<file path="src/hw/rtl/qpf_pkg.sv">
// Shared types, constants and helper functions for the QRS filter chain.
package qpf_pkg;

    // Word and sample widths.
    localparam int unsigned WORD_W   = 32;
    localparam int unsigned SAMPLE_W = 12;

    // Length of the integration window, in samples (1 to 64).
    localparam int unsigned WINDOW_LENGTH = 30;

    // History depths and tap positions of the filters.
    localparam int unsigned RAW_DEPTH   = 12;
    localparam int unsigned RAW_MID_TAP = 5;
    localparam int unsigned RAW_END_TAP = 11;
    localparam int unsigned LP_DEPTH    = 32;
    localparam int unsigned LP_TAP_A    = 15;
    localparam int unsigned LP_TAP_B    = 16;
    localparam int unsigned LP_TAP_END  = 31;
    localparam int unsigned HP_DEPTH    = 4;

    // Shift amounts of the truncating divisions by 32 and by 8.
    localparam int unsigned SHIFT_DIV32 = 5;
    localparam int unsigned SHIFT_DIV8  = 3;

    // Pipeline depth; the last stage is the output register.
    localparam int unsigned NUM_STAGES = 12;

    // Window division: floor(2^31 / WINDOW_LENGTH) gives an estimate that is
    // at most one below the true quotient for any magnitude up to 2^31.
    localparam int unsigned MAGIC_SHIFT = 31;
    localparam logic [WORD_W-1:0] DIV_MAGIC =
        WORD_W'((64'd1 << MAGIC_SHIFT) / 64'(WINDOW_LENGTH));
    localparam logic [WORD_W-1:0] WINDOW_WORD = WORD_W'(WINDOW_LENGTH);
    localparam int unsigned REM_W = $clog2(2 * WINDOW_LENGTH);

    typedef logic signed [WORD_W-1:0]   t_word;
    typedef logic        [WORD_W-1:0]   t_uword;
    typedef logic signed [SAMPLE_W-1:0] t_sample;
    typedef logic        [REM_W-1:0]    t_rem;

    // Signed division by 2^sh, truncated toward zero.
    function automatic t_word div_pow2_trunc(input t_word v, input int unsigned sh);
        t_word bias;
        bias = v[WORD_W-1] ? t_word'((64'd1 << sh) - 64'd1) : '0;
        return (v + bias) >>> sh;
    endfunction

endpackage

</file>
<file path="src/hw/rtl/qpf_tap_cell.sv">
// One cell of a history line: holds one word and passes it on at each shift.
module qpf_tap_cell (
    input  logic           i_clk,
    input  logic           i_rst_n,
    input  logic           i_shift,
    input  qpf_pkg::t_word i_d,
    output qpf_pkg::t_word o_q
);
    import qpf_pkg::*;

    t_word r_q;

    // Histories start at zero; a shift takes the neighbour's word.
    always_ff @(posedge i_clk) begin
        if (!i_rst_n) begin
            r_q <= '0;
        end else if (i_shift) begin
            r_q <= i_d;
        end
    end

    assign o_q = r_q;

endmodule
</file>
<file path="config.mk">
export PLATFORM = sky130hd
export DESIGN_NAME = qpf_tap_cell
export DESIGN_NICKNAME = d
export VERILOG_FILES = /design/src/hw/rtl/qpf_pkg.sv /design/src/hw/rtl/qpf_tap_cell.sv
export SDC_FILE = /design/constraint.sdc
export NUM_CORES = 1
export LEC_CHECK = 0
export BUFFER_PORTS_ARGS = -buffer_cell sky130_fd_sc_hd__buf_2
export CAP_MARGIN = 10
export CORE_UTILIZATION = 43
export CTS_CLUSTER_SIZE = 40
export DETAILED_ROUTE_END_ITERATION = 10
export GPL_TIMING_DRIVEN = 0
export PLACE_DENSITY = 0.83
export SKIP_LAST_GASP = 1
export SYNTH_ARGS = -nofsm -noshare
export SYNTH_HDL_FRONTEND = slang
export SYNTH_SLANG_ARGS = --single-unit
</file>
<file path="constraint.sdc">
create_clock -name i_clk -period 0.8 [get_ports i_clk]
set_input_delay 0.04 -clock i_clk [delete_from_list [all_inputs] [get_ports i_clk]]
set_output_delay 0.04 -clock i_clk [all_outputs]
set_load 0.01 [all_outputs]
</file>
==> reports/results.tsv, run 1 <==
stage	metric	value	unit
outcome	status	complete, but fails checks	
outcome	violations	negative setup slack	
min_path	holdCritPathClass	in -> reg	
cts	cts_tree	done	
yosys	synth_cell_types	6	
sta	final-hold-violation-count	0	
worst_setup_path	crit_fanout	2	
detailed_routing	vias	1131	
yosys	mappedNetlistNets	138	
worst_setup_path	crit_path_end_kind	output pin	
sta	timing.fmax	1.22	GHz
yosys	yosysSeqAreaShare	51.5	%
cells_and_area	register_area	681	µm²
cts	cts_buffer_depth	2	
power	total_power	3.44	mW
floorplan	fp.dieW	55.8	µm
grt	grt_util_met2	44.9	%
cells_and_area	multi_input_area	520	µm²
floorplan	initial_core_util	45.1	%
worst_setup_path	crit_required	0.76	ns
power	p_leak	1.05	nW
worst_setup_path	path_class	reg -> out	
sta	drv_slew	0	
yosys	synth.avg_cell_area	12.1	µm²
cts	insertion_delay	0.31	ns
sta	slew_headroom	76.1	%
cts	clock-root-buffer	clkbuf_4	
cts	clock-sinks	32	
grt	grt_util_met3	5.81	%
grt	antenna_found_initial	0	
sta	period_share	103	%
worst_setup_path	start_kind	register	
detailed_routing	drc	0	
placement	portBuffers	65	
placement	gp_congestion	0.680	
cells_and_area	layout_common_cells	buf_6, buf_2, mux2i_1, nor2b_1, dfxtp_2	
worst_setup_path	cp.arrival	0.78	ns
cells_and_area	layout-drive-gt1-share	53.4	%
sta	tightest_slew	0.358	ns
power	cellPowerDensity	1550	nW/µm²
detailed_routing	drtAntennaViolNets	0	
detailed_routing	routedWlPerCell	14.7	µm
detailed_routing	vias_per_cell	4.73	
grt	grt_pass1_vias	1205	
floorplan	core-area	2760	µm²
cts	htreeDepth	2	
cells_and_area	largest_reg_flops	32	
power	peakVddDrop	0.00145	V
sta	fin_ws	-0.0228	ns
yosys	synth_cells	103	
worst_setup_path	cp_num_buf_inv	1	
cells_and_area	utilization	80.4	%
floorplan	ioPinCount	67	
grt	grt-ovfl-total	0	
floorplan	die-area	3110	µm²
grt	grtUsageMet1	21.7	%
worst_setup_path	cp_slowest_stage_delay	0.36	ns
cells_and_area	n_fill_cell	173	
placement	hpwl	1860	µm
cells_and_area	antenna_cells	0	
cts	path_clk_slew	0.09	ns
detailed_routing	drt-initial-drc-count	21	
run	max-cap-violations	0	
cells_and_area	final_nets	242	
cells_and_area	area_delta_synth_final	78.3	%
sta	rsz0062_at_grt	true	
yosys	synth_seq_cells	32	
sta	setup_viol	18	
grt	busiest_layer	met2	
grt	grt_max_degree	11	
worst_setup_path	path_delay_family	flip-flops	
floorplan	rows	19	
sta	period_needed	0.823	ns
grt	grt_pass1_wl	5400	µm
yosys	yosys_warnings	0	
cts	cts-buffers-inserted	5	
floorplan	die_height	55.8	µm
detailed_routing	drt-pass1-iter-count	4	
yosys	syn-cell-area	1240	µm²
worst_setup_path	slowest_stage	dfxtp_2	
worst_setup_path	crit_chain	buf_6	
grt	track_usage	23.3	%
detailed_routing	totalWireLength	3510	µm
sta	fin_skew	0	ns
[per-layer routing]
metal  up-vias  wire length, µm
li1        545                -
met1       530             1210
met2        44             2000
met3        12              158
met4         0              140
met5         -                0
[worst register-to-register path: cells and delay by family (launching register included)]
kind	cells	cell delay [ns]
and+or+nand+nor	1	0.06
buffers and inverters	1	0.13
muxes	1	0.13
DFF	1	0.34
[stage by stage]
step                worst slack [ns]  setup TNS [ns]  instance area [µm²]  hold WS (ns)  std cells
global route                 -0.0559           -1.20                 2220       0.00108        239
CTS                          -0.0230          -0.408                 2210       0.00238        238
detailed placement            0.0436               0                 1610         0.308        199
floorplan                      0.172               0                 1240         0.168        103
global placement               0.131               0                 1610         0.295        199
finish                       -0.0228          -0.117                 2220       0.00564        239
[worst paths after layout]
check | start | endpoint | slack [ns] | depth (start not counted)
max | o_q[23] | o_q[23] | -0.02 | 1
min | i_d[6] | o_q[6] | 0.006 | 3
max reg2reg | o_q[23] | o_q[23] | 0.04 | 3
min reg2reg | o_q[2] | o_q[2] | 0.53 | 2
[cell type report]
| cell class | count | area share, % |
|---|---|---|
| plain buffers | 7 | 3.72 |
| flip-flops and latches | 32 | 30.7 |
| well taps | 31 | 1.75 |
| multi-input cells | 64 | 23.5 |
| repair buffers | 97 | 37.7 |
| clock buffers | 8 | 2.65 |
[logic make-up after synthesis]
logic type / after synthesis / share of synthesized area [%]
buffers and inverters: 7 / 6.64
DFF: 32 / 51.5
muxes: 32 / 25.8
and+or+nand+nor: 32 / 16.1
[power by group]
part	internal [mW]	switching, mW	leakage [nW]
Combinational	0.478	0.263	0.746
Sequential	1.71	0.0697	0.275
Clock	0.433	0.489	0.0326
[Yosys cell counts]
cell      number  share of area, %
mux2i_1       32                26
dfxtp_1       32                52
clkbuf_1       3              0.91
buf_12         3               4.8
buf_6          1              0.91
nor2b_1       32                16
[repair_timing]
action,CTS,global route
hold endpoints to repair,26,0
resized for setup,64,0
hold buffers,28,0
setup buffers,3,1
cloned,0,0
setup endpoints to repair,32,32
Note: power is estimated with default switching activity, not from simulation.
==> run 2, diff against run 1 <==
Settings changed: SETUP_SLACK_MARGIN set to 0.4.
==> run 2 against run 1 <==
  * The flow finishes with violations (negative hold slack, negative setup slack)
  * Sequential cell count did not move
  * Hold slack got worse by 0.057 ns
  * Cell count fell by 13%
  * Sequential power is essentially flat
  * Count of clock-buffer cells in the layout is 2 lower
  * First-iteration DRC count is 38% lower
  * Clock power grew 4.4%
  * Non-clock buffer count fell by 31
==> reports/results.tsv, run 2 (synthesis gave the netlist of run 1 again) <==
stage	metric	value	unit
outcome	status	complete, but fails checks	
outcome	violations	negative hold slack, negative setup slack	
cells_and_area	fin_cells	208	
worst_setup_path	path_class	reg -> out	
detailed_routing	drt-pass1-iter-count	4	
cells_and_area	antenna_cells	0	
cells_and_area	n_fill_cell	201	
floorplan	rows	19	
detailed_routing	totalWireLength	2560	µm
worst_setup_path	cp-startpoint	o_q[4]	
detailed_routing	drt-initial-drc-count	13	
worst_setup_path	crit_end	o_q[4]	
sta	drv_slew	0	
power	swShare	24.9	%
power	combPwrFrac	18.0	%
cells_and_area	register_area	681	µm²
floorplan	die_height	55.8	µm
cells_and_area	layout_common_cells	buf_2, buf_6, mux2i_1, nor2b_1, dfxtp_2	
worst_setup_path	cp_num_buf_inv	1	
cells_and_area	largest_reg_flops	32	
cts	cts-buffers-inserted	5	
cts	cts_tree	done	
cells_and_area	utilization	70.0	%
power	clockPowerShare	28.8	%
worst_setup_path	path_delay_family	flip-flops	
placement	place_inst	199	
power	p_sw	0.831	mW
sta	timing.fmax	1.19	GHz
worst_setup_path	path_depth	1	
worst_setup_path	crit_fanout	2	
floorplan	fp.dieW	55.8	µm
floorplan	core-area	2760	µm²
cts	insertion_delay	0.34	ns
min_path	holdCritPathClass	in -> reg	
cts	cts_buffer_depth	2	
worst_setup_path	reg2regPathDepth	3	
worst_setup_path	crit_chain	buf_6	
cells_and_area	area_delta_synth_final	55.1	%
worst_setup_path	reg2reg_from	o_q[18]	
sta	hold_ws	-0.0514	ns
sta	tightest_slew	0.307	ns
detailed_routing	vias_per_cell	4.50	
detailed_routing	drc	0	
run	max-cap-violations	0	
placement	gp_congestion	0.669	
worst_setup_path	crit_path_end_kind	output pin	
worst_setup_path	reg2reg_to	o_q[18]	
sta	fin_skew	0	ns
sta	period_share	105	%
cells_and_area	layout-drive-gt1-share	62.1	%
placement	portBuffers	65	
power	p_int	2.51	mW
cts	htreeDepth	2	
grt	grt-ovfl-total	0	
detailed_routing	vias	936	
grt	track_usage	17.9	%
cts	clock-sinks	32	
cells_and_area	final_nets	211	
sta	rsz0062_at_grt	true	
power	pwr-share-seq	53.2	%
floorplan	die-area	3110	µm²
worst_setup_path	slowest_stage	dfxtp_2	
grt	grt_max_degree	11	
floorplan	ioPinCount	67	
grt	antenna_found_initial	0	
sta	setup_viol	32	
sta	slew_headroom	79.5	%
detailed_routing	drtAntennaViolNets	0	
detailed_routing	routedWlPerCell	12.3	µm
cts	clock-root-buffer	clkbuf_4	
power	cellPowerDensity	1730	nW/µm²
power	peakVddDrop	0.00135	V
worst_setup_path	cp.arrival	0.80	ns
sta	fin_ws	-0.0391	ns
placement	hpwl	1820	µm
worst_setup_path	r2r_setup_slack	0.06	ns
floorplan	initial_core_util	45.1	%
worst_setup_path	crit_required	0.76	ns
cells_and_area	multi_input_area	520	µm²
grt	grt_pass1_wl	4170	µm
worst_setup_path	cp_slowest_stage_delay	0.34	ns
worst_setup_path	start_kind	register	
grt	grt_pass1_vias	968	
sta	final-hold-violation-count	32	
power	p_leak	0.931	nW
cts	path_clk_slew	0.11	ns
sta	period_needed	0.839	ns
[run 2: cell count changes in the layout (fill, tap and decap cells not counted), sizes merged]
cell         change
buf              -3
clkbuf           -2
clkinv           +2
dlygate4sd3     -28
[run 2: how the worst min path moves through the flow]
stage | start | end | slack [ns] | depth (start not counted)
floorplan | i_rst_n | o_q[29] | 0.17 | 1
global placement | i_d[5] | o_q[5] | 0.30 | 3
detailed placement | i_d[8] | o_q[8] | 0.30 | 3
CTS | i_d[8] | o_q[8] | -0.06 | 3
global route | i_d[8] | o_q[8] | -0.06 | 3
finish | i_d[0] | o_q[0] | -0.05 | 3
[run 2: layout make-up]
class	count	share of cell area (%)
Timing Repair Buffer	66	27.8
Clock inverter	2	0.519
Buffer	7	4.73
Clock buffer	6	2.66
Multi-Input combinational cell	64	27.0
Tap cell	31	2.01
Sequential cell	32	35.3
[run 2: through the flow]
| step | power, mW | TNS (ns) | hold WS, ns | area [µm²] | worst slack, ns |
|---|---|---|---|---|---|
| floorplan | 2.06 | 0 | 0.168 | 1250 | 0.199 |
| global placement | 2.25 | 0 | 0.296 | 1620 | 0.146 |
| detailed placement | 2.27 | 0 | 0.305 | 1620 | 0.0956 |
| CTS | 3.37 | -1.22 | -0.0603 | 1930 | -0.0522 |
| global route | 3.50 | -1.87 | -0.0614 | 1930 | -0.0767 |
| finish | 3.34 | -0.789 | -0.0514 | 1930 | -0.0391 |
[run 2: per-layer routing]
layer  track usage, %  wire length [µm]  up-vias  part of all wire [%]
li1                 -                 -      482                     -
met1             18.3               990      407                    39
met2             30.6              1310       39                    51
met3             6.28               187        8                   7.3
met4             11.8                70        0                   2.7
met5                0                 0        -                     0
[run 2: power groups by stage]
stage | clock network (mW) | registers [mW] | logic, mW
CTS | 0.989 | 1.78 | 0.608
floorplan | 0 | 1.82 | 0.244
detailed placement | 0 | 1.77 | 0.498
global placement | 0 | 1.76 | 0.482
global route | 1.07 | 1.79 | 0.648
finish | 0.963 | 1.78 | 0.602
[run 2: repair_timing]
item                       CTS  global route
setup endpoints to repair   64            64
buffers inserted             1             0
gates resized for setup     63             0
hold endpoints to repair    32            27
==> run 3, diff against run 2 <==
Settings changed: CORE_UTILIZATION 43 to 47, PLACE_DENSITY 0.83 to 0.89.
Clock period 0.8 ns to 1.1 ns, I/O delays scaled along.
==> run 3 against run 2 <==
  * The run ends with negative hold slack left
  * Sequential share of layout area is 1.5 points lower
  * Sequential power fell by 28%
  * First-iteration DRC count fell by 69%
  * Combinational power down 22%
  * Clock skew stayed put
  * Sequential cell count did not move
  * Highest routed layer unchanged
  * Count of clock-buffer cells in the layout is 1 higher
  * Clock power fell by 26%
  * Critical path type unchanged
  * Hold slack improved by 0.049 ns
  * Non-clock buffer count up 9
==> reports/results.tsv, run 3 (synthesis gave the netlist of run 1 again) <==
stage	metric	value	unit
detailed_routing	vias	1020	
sta	setup_viol	0	
placement	placed_cell_area	1610	µm²
cts	clock-sinks	32	
floorplan	die_height	53.4	µm
grt	track_usage	21.6	%
sta	timing.fmax	1.20	GHz
detailed_routing	drc	0	
floorplan	rows	18	
floorplan	core-area	2500	µm²
sta	fin_skew	0	ns
grt	grt_pass1_vias	1013	
placement	hpwl	1960	µm
cts	cts_buffer_depth	2	
worst_setup_path	cp_num_buf_inv	1	
cells_and_area	n_fill_cell	167	
cells_and_area	largest_reg_flops	32	
min_path	holdCritPathClass	in -> reg	
worst_setup_path	cp_slowest_stage_delay	0.36	ns
cts	clock-root-buffer	clkbuf_4	
worst_setup_path	crit_chain	buf_6	
sta	rsz0062_at_grt	true	
grt	grt_pass1_wl	4260	µm
placement	portBuffers	65	
cells_and_area	register_area	681	µm²
sta	period_needed	0.833	ns
floorplan	die-area	2860	µm²
cts	cts_tree	done	
cells_and_area	final_common_cell	buf_6	
placement	gp_congestion	0.647	
sta	fin_tns_setup	0	ns
power	cellPowerDensity	1230	nW/µm²
detailed_routing	drtAntennaViolNets	0	
outcome	status	complete, but fails checks	
cts	path_clk_slew	0.09	ns
sta	drv_slew	0	
cells_and_area	final_nets	220	
outcome	violations	negative hold slack	
worst_setup_path	crit_fanout	2	
floorplan	ioPinCount	67	
cells_and_area	layout-drive-gt1-share	60.0	%
grt	grt_max_degree	11	
power	peakVddDrop	0.00100	V
sta	hold_ws	-0.00274	ns
grt	antenna_found_initial	0	
worst_setup_path	path_class	reg -> out	
detailed_routing	vias_per_cell	4.74	
sta	final-hold-violation-count	1	
floorplan	initial_core_util	49.7	%
power	p_leak	0.993	nW
detailed_routing	routedWlPerCell	13.5	µm
worst_setup_path	cp.arrival	0.78	ns
cells_and_area	design_area	2020	µm²
cells_and_area	multi_input_area	520	µm²
sta	slew_headroom	79.0	%
detailed_routing	drt-initial-drc-count	4	
grt	grt-ovfl-total	0	
floorplan	fp.dieW	53.4	µm
detailed_routing	drt-pass1-iter-count	4	
cts	cts-buffers-inserted	5	
worst_setup_path	path_delay_family	flip-flops	
cells_and_area	antenna_cells	0	
detailed_routing	totalWireLength	2900	µm
worst_setup_path	crit_path_end_kind	output pin	
cells_and_area	layout_common_cells	buf_6, buf_2, mux2i_1, nor2b_1, dfxtp_2	
sta	period_share	75.7	%
run	max-cap-violations	0	
worst_setup_path	crit_required	1.04	ns
worst_setup_path	start_kind	register	
cts	htreeDepth	2	
sta	tightest_slew	0.315	ns
worst_setup_path	slowest_stage	dfxtp_2	
cells_and_area	area_delta_synth_final	62.1	%
cts	insertion_delay	0.32	ns
run 3: changes by cell type in the layout (fill, tap and decap cells not counted):
cell and change:
dlygate4sd3_1 +4, clkbuf_8 +1, clkinv_2 -2, buf_6 +1
dlymetal6s4s_1 +3, buf_4 +2, buf_12 -1
run 3: path summary, 6_finish.rpt:
check | depth (start not counted) | slack, ns | to | start
worst min-delay path | 3 | -0.003 | o_q[31] | i_d[31]
worst max register to register | 3 | 0.33 | o_q[22] | o_q[22]
worst min register to register | 2 | 0.53 | o_q[19] | o_q[19]
worst max-delay path | 1 | 0.27 | o_q[24] | o_q[24]
run 3: worst min-delay path: cells and delay by family:
kind                   cells  cell delay, ns
muxes                      1            0.05
buffers and inverters      1            0.07
and+or+nand+nor            1            0.10
run 3: area by class of cell:
type / count / area share, %
plain buffers: 7 / 4.10
clock buffers: 7 / 3.23
multi-input cells: 64 / 25.8
flip-flops and latches: 32 / 33.8
well taps: 30 / 1.86
repair buffers: 75 / 31.2
run 3: power breakdown:
part	switching, mW	internal, mW	leakage [nW]
Clock	0.350	0.362	0.0374
Sequential	0.0511	1.24	0.275
Combinational	0.172	0.299	0.680
Total	0.573	1.90	0.993
run 3: through the flow:
step / worst slack, ns / power, mW / util, % / instances / hold WS, ns
floorplan: 0.457 / 1.49 / - / 103 / 0.183
global placement: 0.419 / 1.63 / 64.3 / 198 / 0.310
detailed placement: 0.361 / 1.65 / 64.3 / 198 / 0.323
CTS: 0.271 / 2.48 / 79.5 / 213 / 0.00191
global route: 0.236 / 2.59 / 80.6 / 215 / 0.00528
finish: 0.267 / 2.48 / 80.6 / 215 / -0.00274
run 3: metal layers:
| metal | track usage [%] | up-vias | share of wire, % | routed length [µm] |
|---|---|---|---|---|
| met1 | 19.6 | 474 | 36 | 1060 |
| met4 | 7.89 | 0 | 1.3 | 38 |
| met2 | 42.3 | 40 | 56 | 1630 |
| li1 | - | 501 | - | - |
| met3 | 7.76 | 5 | 6.3 | 183 |
| met5 | 0 | - | 0 | 0 |
run 3: what timing repair did:
item	in CTS	in global routing
gates resized for setup	64	4
setup buffers	2	1
hold buffers	6	1
hold endpoints to repair	6	1
setup endpoints to repair	32	38
